File: src/design/trm_pkg.sv
package trm_pkg;

  localparam int TAG_W     = 8;
  localparam int KIND_W    = 4;
  localparam int MODE_W    = 3;
  localparam int WORD_W    = 32;
  localparam int SLOT_W    = 3;
  localparam int ELAPSED_W = 17;
  localparam int TIMEOUT_W = 16;
  localparam int ADDR_W    = 3;

  localparam logic [TAG_W-1:0]     TAG_NONE      = 8'd0;
  localparam logic [TAG_W-1:0]     TAG_FIRST     = 8'd1;
  localparam logic [TAG_W-1:0]     TAG_MAX       = 8'd255;
  localparam logic [TIMEOUT_W-1:0] TIMEOUT_RESET = 16'd1000;
  localparam logic [ELAPSED_W-1:0] ELAPSED_MAX   = '1;

  // register index, taken from paddr[2]
  localparam logic REG_TIMEOUT = 1'b0;

  localparam logic [MODE_W-1:0] MODE_ISSUE    = 3'd0;
  localparam logic [MODE_W-1:0] MODE_RESOLVE  = 3'd1;
  localparam logic [MODE_W-1:0] MODE_ARM      = 3'd2;
  localparam logic [MODE_W-1:0] MODE_REGISTER = 3'd3;
  localparam logic [MODE_W-1:0] MODE_CANCEL   = 3'd4;
  localparam logic [MODE_W-1:0] MODE_TICK     = 3'd5;
  localparam logic [MODE_W-1:0] MODE_CLEAR    = 3'd6;

  localparam logic [KIND_W-1:0] K_TAG        = 4'd0;
  localparam logic [KIND_W-1:0] K_TO_WAITER  = 4'd1;
  localparam logic [KIND_W-1:0] K_TO_ASYNC   = 4'd2;
  localparam logic [KIND_W-1:0] K_STASHED    = 4'd3;
  localparam logic [KIND_W-1:0] K_IGNORED    = 4'd4;
  localparam logic [KIND_W-1:0] K_FROM_STASH = 4'd5;
  localparam logic [KIND_W-1:0] K_ARMED      = 4'd6;
  localparam logic [KIND_W-1:0] K_TIMEOUT    = 4'd7;
  localparam logic [KIND_W-1:0] K_REGISTERED = 4'd8;
  localparam logic [KIND_W-1:0] K_CANCELLED  = 4'd9;
  localparam logic [KIND_W-1:0] K_CLEARED    = 4'd10;

  typedef struct packed {
    logic [KIND_W-1:0] kind;
    logic [TAG_W-1:0]  tag;
    logic [WORD_W-1:0] payload;
    logic              ok;
    logic [SLOT_W-1:0] slot;
    logic              dropped;
  } res_t;

endpackage

File: src/design/tagged_response_matcher.sv
// Issue, clear, untagged and timing-out tick requests answer directly; a tick with no result
// answers nothing. Scans walk the slots one entry at a time, read then compare, through one
// comparator; a resolve that finds the stash full also shifts it down and appends.
// One request in flight; the next request is taken only after the result is registered
// into the output register, which waits while the output is stalled.
// Sync active-high reset: tag counter 1, no wait, slots and stash free, timeout 1000.
module tagged_response_matcher #(
  parameter int PENDING_SLOTS = 8,
  parameter int PAYLOAD_WIDTH = 32
) (
  input  logic                               clk,
  input  logic                               rst,
  input  logic                               req_valid,
  output logic                               req_stall,
  input  logic [trm_pkg::MODE_W-1:0]         mode,
  input  logic [trm_pkg::TAG_W-1:0]          tag,
  input  logic [trm_pkg::WORD_W-1:0]         result_word,
  output logic                               rsp_valid,
  input  logic                               rsp_stall,
  output logic [trm_pkg::KIND_W-1:0]         kind,
  output logic [trm_pkg::TAG_W-1:0]          out_tag,
  output logic [trm_pkg::WORD_W-1:0]         payload,
  output logic                               ok,
  output logic [trm_pkg::SLOT_W-1:0]         slot,
  output logic                               dropped_oldest,
  input  logic                               psel,
  input  logic                               penable,
  input  logic                               pwrite,
  input  logic [trm_pkg::ADDR_W-1:0]         paddr,
  input  logic [trm_pkg::WORD_W-1:0]         pwdata,
  output logic [trm_pkg::WORD_W-1:0]         prdata,
  output logic                               pready
);

  localparam int WW = trm_pkg::WORD_W;
  localparam int TW = trm_pkg::TAG_W;
  localparam int PW = (PAYLOAD_WIDTH < WW) ? PAYLOAD_WIDTH : WW;
  localparam int SW = $clog2(PENDING_SLOTS);
  localparam int EW = trm_pkg::ELAPSED_W;
  localparam logic [SW-1:0] IDX_LAST = SW'(PENDING_SLOTS - 1);

  localparam logic [2:0] S_IDLE     = 3'd0;
  localparam logic [2:0] S_RD       = 3'd1;
  localparam logic [2:0] S_CMP      = 3'd2;
  localparam logic [2:0] S_SHIFT_RD = 3'd3;
  localparam logic [2:0] S_SHIFT_WR = 3'd4;
  localparam logic [2:0] S_APPEND   = 3'd5;
  localparam logic [2:0] S_EMIT     = 3'd6;

  logic [2:0]                        state;
  logic [trm_pkg::TIMEOUT_W-1:0]     timeout_ticks;
  logic [TW-1:0]                     tag_counter;
  logic [TW-1:0]                     wait_tag;
  logic [EW-1:0]                     wait_elapsed;
  logic [PENDING_SLOTS-1:0]          async_active;
  logic [PENDING_SLOTS-1:0]          stash_valid;

  logic [trm_pkg::MODE_W-1:0]        op;
  logic [TW-1:0]                     cur_tag;
  logic [PW-1:0]                     cur_pay;
  logic [SW-1:0]                     idx;
  logic                              scan_stash;
  logic                              free_found;
  logic [SW-1:0]                     free_idx;
  trm_pkg::res_t                     res;

  logic [TW-1:0]                     amem [PENDING_SLOTS];
  logic [TW+PW-1:0]                  smem [PENDING_SLOTS];
  logic [TW-1:0]                     a_rd;
  logic [TW+PW-1:0]                  s_rd;

  logic                              a_we;
  logic                              s_we;
  logic [SW-1:0]                     s_waddr;
  logic [TW+PW-1:0]                  s_wdata;

  logic                              req_acc;
  logic                              cfg_wr;
  logic [TW-1:0]                     s_rd_tag;
  logic [PW-1:0]                     s_rd_pay;
  logic                              valid_bit;
  logic [TW-1:0]                     cmp_tag;
  logic                              entry_hit;
  logic                              last;
  logic                              free_avail;
  logic [SW-1:0]                     free_sel;
  logic [EW-1:0]                     elapsed_inc;
  logic [TW-1:0]                     tag_counter_next;

  function automatic logic [trm_pkg::SLOT_W-1:0] slot_of(input logic [SW-1:0] i);
    logic [SW+trm_pkg::SLOT_W-1:0] ext;
    ext = (SW + trm_pkg::SLOT_W)'(i);
    return ext[trm_pkg::SLOT_W-1:0];
  endfunction

  assign req_stall = (state != S_IDLE);
  assign req_acc   = req_valid && !req_stall;
  assign pready    = 1'b1;
  assign cfg_wr    = psel && penable && pwrite && pready;

  always_comb begin
    if (paddr[2] == trm_pkg::REG_TIMEOUT) prdata = WW'(timeout_ticks);
    else                                  prdata = '0;
  end

  // shared tag comparator, fed from either store
  assign s_rd_tag   = s_rd[TW+PW-1:PW];
  assign s_rd_pay   = s_rd[PW-1:0];
  assign valid_bit  = scan_stash ? stash_valid[idx] : async_active[idx];
  assign cmp_tag    = scan_stash ? s_rd_tag : a_rd;
  assign entry_hit  = valid_bit && (cmp_tag == cur_tag);
  assign last       = (idx == IDX_LAST);
  assign free_avail = free_found || !stash_valid[idx];
  assign free_sel   = free_found ? free_idx : idx;

  assign elapsed_inc = (wait_elapsed == trm_pkg::ELAPSED_MAX) ? wait_elapsed
                                                              : wait_elapsed + EW'(1);
  assign tag_counter_next = (tag_counter == trm_pkg::TAG_MAX) ? trm_pkg::TAG_FIRST
                                                              : tag_counter + TW'(1);

  assign a_we = (state == S_CMP) && (op == trm_pkg::MODE_REGISTER) && !async_active[idx];

  always_comb begin
    s_we    = 1'b0;
    s_waddr = idx;
    s_wdata = {cur_tag, cur_pay};
    case (state)
      S_CMP: begin
        if ((op == trm_pkg::MODE_RESOLVE) && scan_stash) begin
          if (entry_hit) begin
            s_we = 1'b1;
          end else if (last && free_avail) begin
            s_we    = 1'b1;
            s_waddr = free_sel;
          end
        end
      end
      S_SHIFT_WR: begin
        s_we    = 1'b1;
        s_waddr = idx - SW'(1);
        s_wdata = s_rd;
      end
      S_APPEND: begin
        s_we    = 1'b1;
        s_waddr = IDX_LAST;
      end
      default: ;
    endcase
  end

  always_ff @(posedge clk) begin
    if (a_we) amem[idx] <= cur_tag;
    a_rd <= amem[idx];
  end

  always_ff @(posedge clk) begin
    if (s_we) smem[s_waddr] <= s_wdata;
    s_rd <= smem[idx];
  end

  always_ff @(posedge clk) begin
    if (rst) begin
      state         <= S_IDLE;
      timeout_ticks <= trm_pkg::TIMEOUT_RESET;
      tag_counter   <= trm_pkg::TAG_FIRST;
      wait_tag      <= trm_pkg::TAG_NONE;
      wait_elapsed  <= '0;
      async_active  <= '0;
      stash_valid   <= '0;
      rsp_valid     <= 1'b0;
    end else begin
      if (cfg_wr && (paddr[2] == trm_pkg::REG_TIMEOUT)) begin
        timeout_ticks <= pwdata[trm_pkg::TIMEOUT_W-1:0];
      end
      if (rsp_valid && !rsp_stall) rsp_valid <= 1'b0;

      case (state)
        S_IDLE: begin
          if (req_acc) begin
            op         <= mode;
            cur_tag    <= tag;
            cur_pay    <= result_word[PW-1:0];
            idx        <= '0;
            free_found <= 1'b0;
            scan_stash <= 1'b0;
            res        <= '0;
            case (mode)
              trm_pkg::MODE_ISSUE: begin
                res.kind    <= trm_pkg::K_TAG;
                res.tag     <= tag_counter;
                tag_counter <= tag_counter_next;
                state       <= S_EMIT;
              end
              trm_pkg::MODE_RESOLVE: begin
                if (tag == trm_pkg::TAG_NONE) begin
                  res.kind <= trm_pkg::K_IGNORED;
                  state    <= S_EMIT;
                end else if (wait_tag == tag) begin
                  wait_tag     <= trm_pkg::TAG_NONE;
                  wait_elapsed <= '0;
                  res.kind     <= trm_pkg::K_TO_WAITER;
                  res.tag      <= tag;
                  res.payload  <= WW'(result_word[PW-1:0]);
                  res.ok       <= 1'b1;
                  state        <= S_EMIT;
                end else begin
                  state <= S_RD;
                end
              end
              trm_pkg::MODE_ARM: begin
                if (tag == trm_pkg::TAG_NONE) begin
                  res.kind <= trm_pkg::K_IGNORED;
                  state    <= S_EMIT;
                end else begin
                  scan_stash <= 1'b1;
                  state      <= S_RD;
                end
              end
              trm_pkg::MODE_REGISTER, trm_pkg::MODE_CANCEL: begin
                state <= S_RD;
              end
              trm_pkg::MODE_TICK: begin
                if (wait_tag != trm_pkg::TAG_NONE) begin
                  if (elapsed_inc > EW'(timeout_ticks)) begin
                    res.kind     <= trm_pkg::K_TIMEOUT;
                    res.tag      <= wait_tag;
                    wait_tag     <= trm_pkg::TAG_NONE;
                    wait_elapsed <= '0;
                    state        <= S_EMIT;
                  end else begin
                    wait_elapsed <= elapsed_inc;
                  end
                end
              end
              trm_pkg::MODE_CLEAR: begin
                wait_tag     <= trm_pkg::TAG_NONE;
                wait_elapsed <= '0;
                async_active <= '0;
                stash_valid  <= '0;
                res.kind     <= trm_pkg::K_CLEARED;
                state        <= S_EMIT;
              end
              default: ;
            endcase
          end
        end

        S_RD: state <= S_CMP;

        S_CMP: begin
          state <= S_RD;
          idx   <= idx + SW'(1);
          case (op)
            trm_pkg::MODE_RESOLVE: begin
              if (!scan_stash) begin
                if (entry_hit) begin
                  async_active[idx] <= 1'b0;
                  res.kind    <= trm_pkg::K_TO_ASYNC;
                  res.tag     <= cur_tag;
                  res.payload <= WW'(cur_pay);
                  res.ok      <= 1'b1;
                  res.slot    <= slot_of(idx);
                  state       <= S_EMIT;
                end else if (last) begin
                  scan_stash <= 1'b1;
                  idx        <= '0;
                end
              end else begin
                if (entry_hit) begin
                  res.kind <= trm_pkg::K_STASHED;
                  res.tag  <= cur_tag;
                  state    <= S_EMIT;
                end else begin
                  if (!stash_valid[idx] && !free_found) begin
                    free_found <= 1'b1;
                    free_idx   <= idx;
                  end
                  if (last) begin
                    if (free_avail) begin
                      stash_valid[free_sel] <= 1'b1;
                      res.kind <= trm_pkg::K_STASHED;
                      res.tag  <= cur_tag;
                      state    <= S_EMIT;
                    end else begin
                      // stash full: drop entry 0, move the rest down, append
                      idx   <= SW'(1);
                      state <= S_SHIFT_RD;
                    end
                  end
                end
              end
            end
            trm_pkg::MODE_ARM: begin
              if (entry_hit) begin
                stash_valid[idx] <= 1'b0;
                res.kind    <= trm_pkg::K_FROM_STASH;
                res.tag     <= cur_tag;
                res.payload <= WW'(s_rd_pay);
                state       <= S_EMIT;
              end else if (last) begin
                wait_tag     <= cur_tag;
                wait_elapsed <= '0;
                res.kind     <= trm_pkg::K_ARMED;
                res.tag      <= cur_tag;
                state        <= S_EMIT;
              end
            end
            trm_pkg::MODE_REGISTER: begin
              if (!async_active[idx]) begin
                async_active[idx] <= 1'b1;
                res.kind <= trm_pkg::K_REGISTERED;
                res.tag  <= cur_tag;
                res.ok   <= 1'b1;
                res.slot <= slot_of(idx);
                state    <= S_EMIT;
              end else if (last) begin
                res.kind <= trm_pkg::K_REGISTERED;
                res.tag  <= cur_tag;
                state    <= S_EMIT;
              end
            end
            trm_pkg::MODE_CANCEL: begin
              if (entry_hit) async_active[idx] <= 1'b0;
              if (last) begin
                res.kind <= trm_pkg::K_CANCELLED;
                res.tag  <= cur_tag;
                state    <= S_EMIT;
              end
            end
            default: state <= S_IDLE;
          endcase
        end

        S_SHIFT_RD: state <= S_SHIFT_WR;

        S_SHIFT_WR: begin
          if (last) begin
            state <= S_APPEND;
          end else begin
            idx   <= idx + SW'(1);
            state <= S_SHIFT_RD;
          end
        end

        S_APPEND: begin
          res.kind    <= trm_pkg::K_STASHED;
          res.tag     <= cur_tag;
          res.dropped <= 1'b1;
          state       <= S_EMIT;
        end

        S_EMIT: begin
          if (!rsp_valid || !rsp_stall) begin
            rsp_valid      <= 1'b1;
            kind           <= res.kind;
            out_tag        <= res.tag;
            payload        <= res.payload;
            ok             <= res.ok;
            slot           <= res.slot;
            dropped_oldest <= res.dropped;
            state          <= S_IDLE;
          end
        end

        default: state <= S_IDLE;
      endcase
    end
  end

`ifndef ASSERT_OFF
  a_idle_wait_count: assert property (@(posedge clk) disable iff (rst)
    (wait_tag == trm_pkg::TAG_NONE) |-> (wait_elapsed == '0))
    else $error("elapsed count running with no wait armed");

  a_tag_counter_nonzero: assert property (@(posedge clk) disable iff (rst)
    tag_counter != trm_pkg::TAG_NONE)
    else $error("tag counter reached zero");

  a_shift_only_full: assert property (@(posedge clk) disable iff (rst)
    (state == S_SHIFT_RD) |-> (&stash_valid))
    else $error("stash shift started with a free entry");

  a_timeout_tagged: assert property (@(posedge clk) disable iff (rst)
    (rsp_valid && (kind == trm_pkg::K_TIMEOUT)) |-> (out_tag != trm_pkg::TAG_NONE))
    else $error("timeout result for untagged wait");
`endif

endmodule

File: config.mk
export PLATFORM = sky130hd
export DESIGN_NAME = tagged_response_matcher
export DESIGN_NICKNAME = d
export VERILOG_FILES = /design/src/design/trm_pkg.sv /design/src/design/tagged_response_matcher.sv
export SDC_FILE = /design/constraint.sdc
export NUM_CORES = 1
export LEC_CHECK = 0
export BUFFER_PORTS_ARGS = -buffer_cell sky130_fd_sc_hd__buf_4
export CAP_MARGIN = 20
export CELL_PAD_IN_SITES_DETAIL_PLACEMENT = 0
export CELL_PAD_IN_SITES_GLOBAL_PLACEMENT = 2
export CORE_MARGIN = 2
export CORE_UTILIZATION = 40
export DETAILED_ROUTE_END_ITERATION = 10
export PLACE_DENSITY_LB_ADDON = 0.1
export SLEW_MARGIN = 20
export SYNTH_ARGS = -nofsm -noshare
export SYNTH_HDL_FRONTEND = slang
export SYNTH_SLANG_ARGS = --single-unit
File: constraint.sdc
create_clock -name clk -period 10.85 [get_ports clk]
set_input_delay 1.085 -clock clk [delete_from_list [all_inputs] [get_ports clk]]
set_output_delay 1.085 -clock clk [all_outputs]
set_load 0.02 [all_outputs]
==> results.txt <==
----------------------------------------------------
[Floorplan]
  Starting Density ... 0.4065
  Die outline area ... 66380 µm²
  Row cnt ... 92
  Boundary pin count ... 169
  Width of the die ... 257.7 µm
  Core area ... 63310 µm²
  Vertical extent of the die ... 257.7 µm

[Finish]
  Layout Cells excl Fill ... 2803
  Most frequent cells in the layout ... sky130_fd_sc_hd__edfxtp_1, sky130_fd_sc_hd__a22oi_1, sky130_fd_sc_hd__buf_4, sky130_fd_sc_hd__dfxtp_1, sky130_fd_sc_hd__nor2_1
  Final-stage net count ... 2004
  Antenna Diode Count ... 0
  Most common cell after layout, fill and taps aside ... sky130_fd_sc_hd__edfxtp_1
  Ratio of cells with drive above 1 in the final layout ... 0.1886
  Signed area change from the synthesized netlist to the final layout ... 16.84%

[Power]
  Max IR drop VDD ... 0.1148 mV
  Fraction of power consumed by the clock network ... 0.330
  Switching pwr ... 2.214 mW
  Seq pwr share ... 0.462
  Power per cell area ... 244.1 nW/µm²
  Comb power frac ... 0.208
  Cell-internal power ... 5.126 mW
  Switching portion of total power ... 0.3017
  Static Leakage ... 9.982 nW
  Tot Pwr ... 7.340 mW

[Clock tree]
  Number of levels in the clock H-tree ... 3
  Cells resized by post-CTS repair ... 0
  CTS hold repair buffers ... 0
  Root buf cell ... sky130_fd_sc_hd__clkbuf_16
  CTS clk-pin slew, worst paths ... 0.06 ns
  CTS Buffer Depth ... 3
  Clock tree from TritonCTS ... built
  Insertion delay of the later-clocked pin in the worst-skew pair ... 0.61 ns
  Count of buffers added by post-CTS timing repair for setup ... 0
  Clock Sinks ... 650
  Cts bufs inserted ... 72

[Timing]
  Final period demand of the worst path ... 5.064 ns
  Final TNS setup ... 0 ns
  Worst slew pin tran ... 1.067 ns
  RSZ-0062 raised after global routing ... no
  Max-slew violation total from the final report ... 0
  Worst hold slack ... 0.4175 ns
  Highest clock rate ... 0.1975 GHz
  Final hold vios ... 0
  Final worst clock skew ... 0.02417 ns
  Least setup slack across all paths after layout ... 5.786 ns
  Final clock period utilization by the worst path ... 0.4667
  Relative max-transition margin ... 0.2858
  Final setup violation count ... 0

[Flow run]
  Total of max-cap violations ... 0

[Yosys]
  Count of mapped cells out of synthesis ... 1763
  Count of flip-flops with a built-in enable after synthesis ... 533
  Synthesis-stage register bit count ... 650
  Synth async-reset ratio ... 0
  Summed instance area of the synthesized netlist ... 25740 µm²
  Distinct cells, synth ... 69
  Top-area cell type share of the netlist area ... 0.6219
  Dominant register cell in the synthesized netlist ... sky130_fd_sc_hd__edfxtp_1
  Cells taking the most area after synthesis ... sky130_fd_sc_hd__edfxtp_1, sky130_fd_sc_hd__dfxtp_1, sky130_fd_sc_hd__a22oi_1, sky130_fd_sc_hd__mux2i_1, sky130_fd_sc_hd__mux2_2
  Warnings, synthesis ... 0
  Cell taking the most area after synthesis ... sky130_fd_sc_hd__edfxtp_1
  Sequential cell area fraction in the yosys report ... 0.7129
  Post-Synthesis Mean Instance Area ... 14.60 µm²

[Route]
  Length of the first detailed-routing pass in iterations ... 7
  Average via count per standard cell ... 5.595
  Vias post-DR ... 15680
  DRC Markers ... 0
  WL per Instance ... 24.63 µm
  Final antenna-violating net count ... 0
  Detailed router's first-iteration violation count ... 1210
  Final routed wirelength across all metal layers ... 69.04 mm

[Setup path]
  Library cell contributing the largest single delay on the critical path ... sky130_fd_sc_hd__nor3b_2
  Worst Path Required ... 11.08 ns
  Crit path capture type ... register
  Critical path arrival ... 5.30 ns
  Cells along the critical path ... mux4_2, mux2i_4, mux2i_4, a311oi_2, mux2i_1, a221o_1, nor3b_2, buf_4
  Kind of cell adding the most delay to the critical path ... multiplexers
  Slowest stage delay, CP ... 0.92 ns
  Top fanout value on the critical path ... 32
  Most numerous cell on the critical path ... sky130_fd_sc_hd__mux2i_4
  Type of the worst setup path ... reg2reg
  Startpoint kind of the worst setup timing path ... register
  Critical path buffer and inverter count ... 1

[GRT]
  Aggregate global routing overflow ... 0
  Antenna violations before repair ... 0
  Aggregate global-route resource usage ... 0.2073
  Largest net degree at the start of global routing ... 81
  Vias in the first global route ... 16390
  Wire length of the first global-routing pass ... 103.9 mm

[Outcome]
  Result of the run ... finished clean

[Min path]
  Worst min path class ... reg2reg

[Place]
  Number of placed instances, taps included ... 2669
  Number of buffers inserted by port buffering ... 133
  Half-perimeter wire length of the detailed placement result ... 38.59 mm
  RePlAce Congestion ... 0.7736
  Worst-case setup slack after placement ... 5.681 ns

----------------------------------------------------
==> metal layers <==
metal	track usage	vias up	share of wire
met2	0.3589	357	0.50
met3	0.02866	81	0.038
li1	-	7207	-
met1	0.2744	8037	0.44
met5	0	-	0
met4	0.05507	0	0.017
==> Yosys cell counts (24+ instances only) <==
master / number
sky130_fd_sc_hd__o21ai_0: 56
sky130_fd_sc_hd__clkbuf_1: 87
sky130_fd_sc_hd__a22oi_1: 201
sky130_fd_sc_hd__mux2_2: 45
sky130_fd_sc_hd__a21oi_1: 42
sky130_fd_sc_hd__mux2i_1: 52
sky130_fd_sc_hd__inv_1: 24
sky130_fd_sc_hd__nor2_1: 95
sky130_fd_sc_hd__edfxtp_1: 533
sky130_fd_sc_hd__nand4_1: 62
sky130_fd_sc_hd__dfxtp_1: 117
sky130_fd_sc_hd__nand3_1: 52
sky130_fd_sc_hd__nand2_1: 71
sky130_fd_sc_hd__xnor2_1: 24
==> cell type report <==
type	instances	area, µm²
well taps	846	1059
clock buffers	101	2021
inverters	25	93.84
clock inverters	32	340.3
multi-input cells	982	6954
fillers	5599	33240
flip-flops and latches	650	18350
repair buffers	167	1254
==> power groups by stage <==
stage	Sequential (mW)	Clock [mW]	Combinational, mW
floorplan	3.39	0	0.984
global placement	3.44	0	1.53
detailed placement	3.45	0	1.55
CTS	3.39	2.47	1.55
global route	3.43	2.57	1.67
finish	3.39	2.42	1.53
==> metrics by stage <==
step | utilization | area, µm²
finish | 0.4749 | 30070
global route | 0.4749 | 30070
CTS | 0.4747 | 30060
detailed placement | 0.4375 | 27700
global placement | 0.4374 | 27690
floorplan | - | 25790
==> flip-flops by register name, summed over array words and instances, names as in the netlist, 16 cells and up <==
signal	cells
smem	320
amem	64
res	49
s_rd	40
cur_pay	32
payload	32
wait_elapsed	17
timeout_ticks	16
==> final timing paths <==
path | start | endpoint | slack [ns] | depth (start not counted)
worst min-delay path | res[22] | payload[17] | 0.42 | 0
worst max-delay path | idx[1] | smem[5][18] | 5.79 | 8
worst min register to register | res[22] | payload[17] | 0.42 | 0
worst max register to register | idx[1] | smem[5][18] | 5.79 | 8
==> cells by family after synthesis <==
group	count (synthesis)	share of synthesized area
buffers and inverters	146	0.02402
muxes	104	0.04604
AOI/OAI and AO/OA	411	0.1155
other	2	0.0002918
adders and majority gates	21	0.01021
DFF	650	0.7129
xor gates and xnor gates	38	0.01293
and+or+nand+nor	391	0.07808
==> worst register-to-register path: cells and delay by family (launching register included) <==
kind                   cells  cell delay, ns
AO/OA/AOI/OAI              2            0.81
buffers and inverters      1            0.65
flip-flops                 1            0.86
multiplexers               4            1.44
AND/OR/NAND/NOR            1            0.92
(Power assumes the default switching activity.)
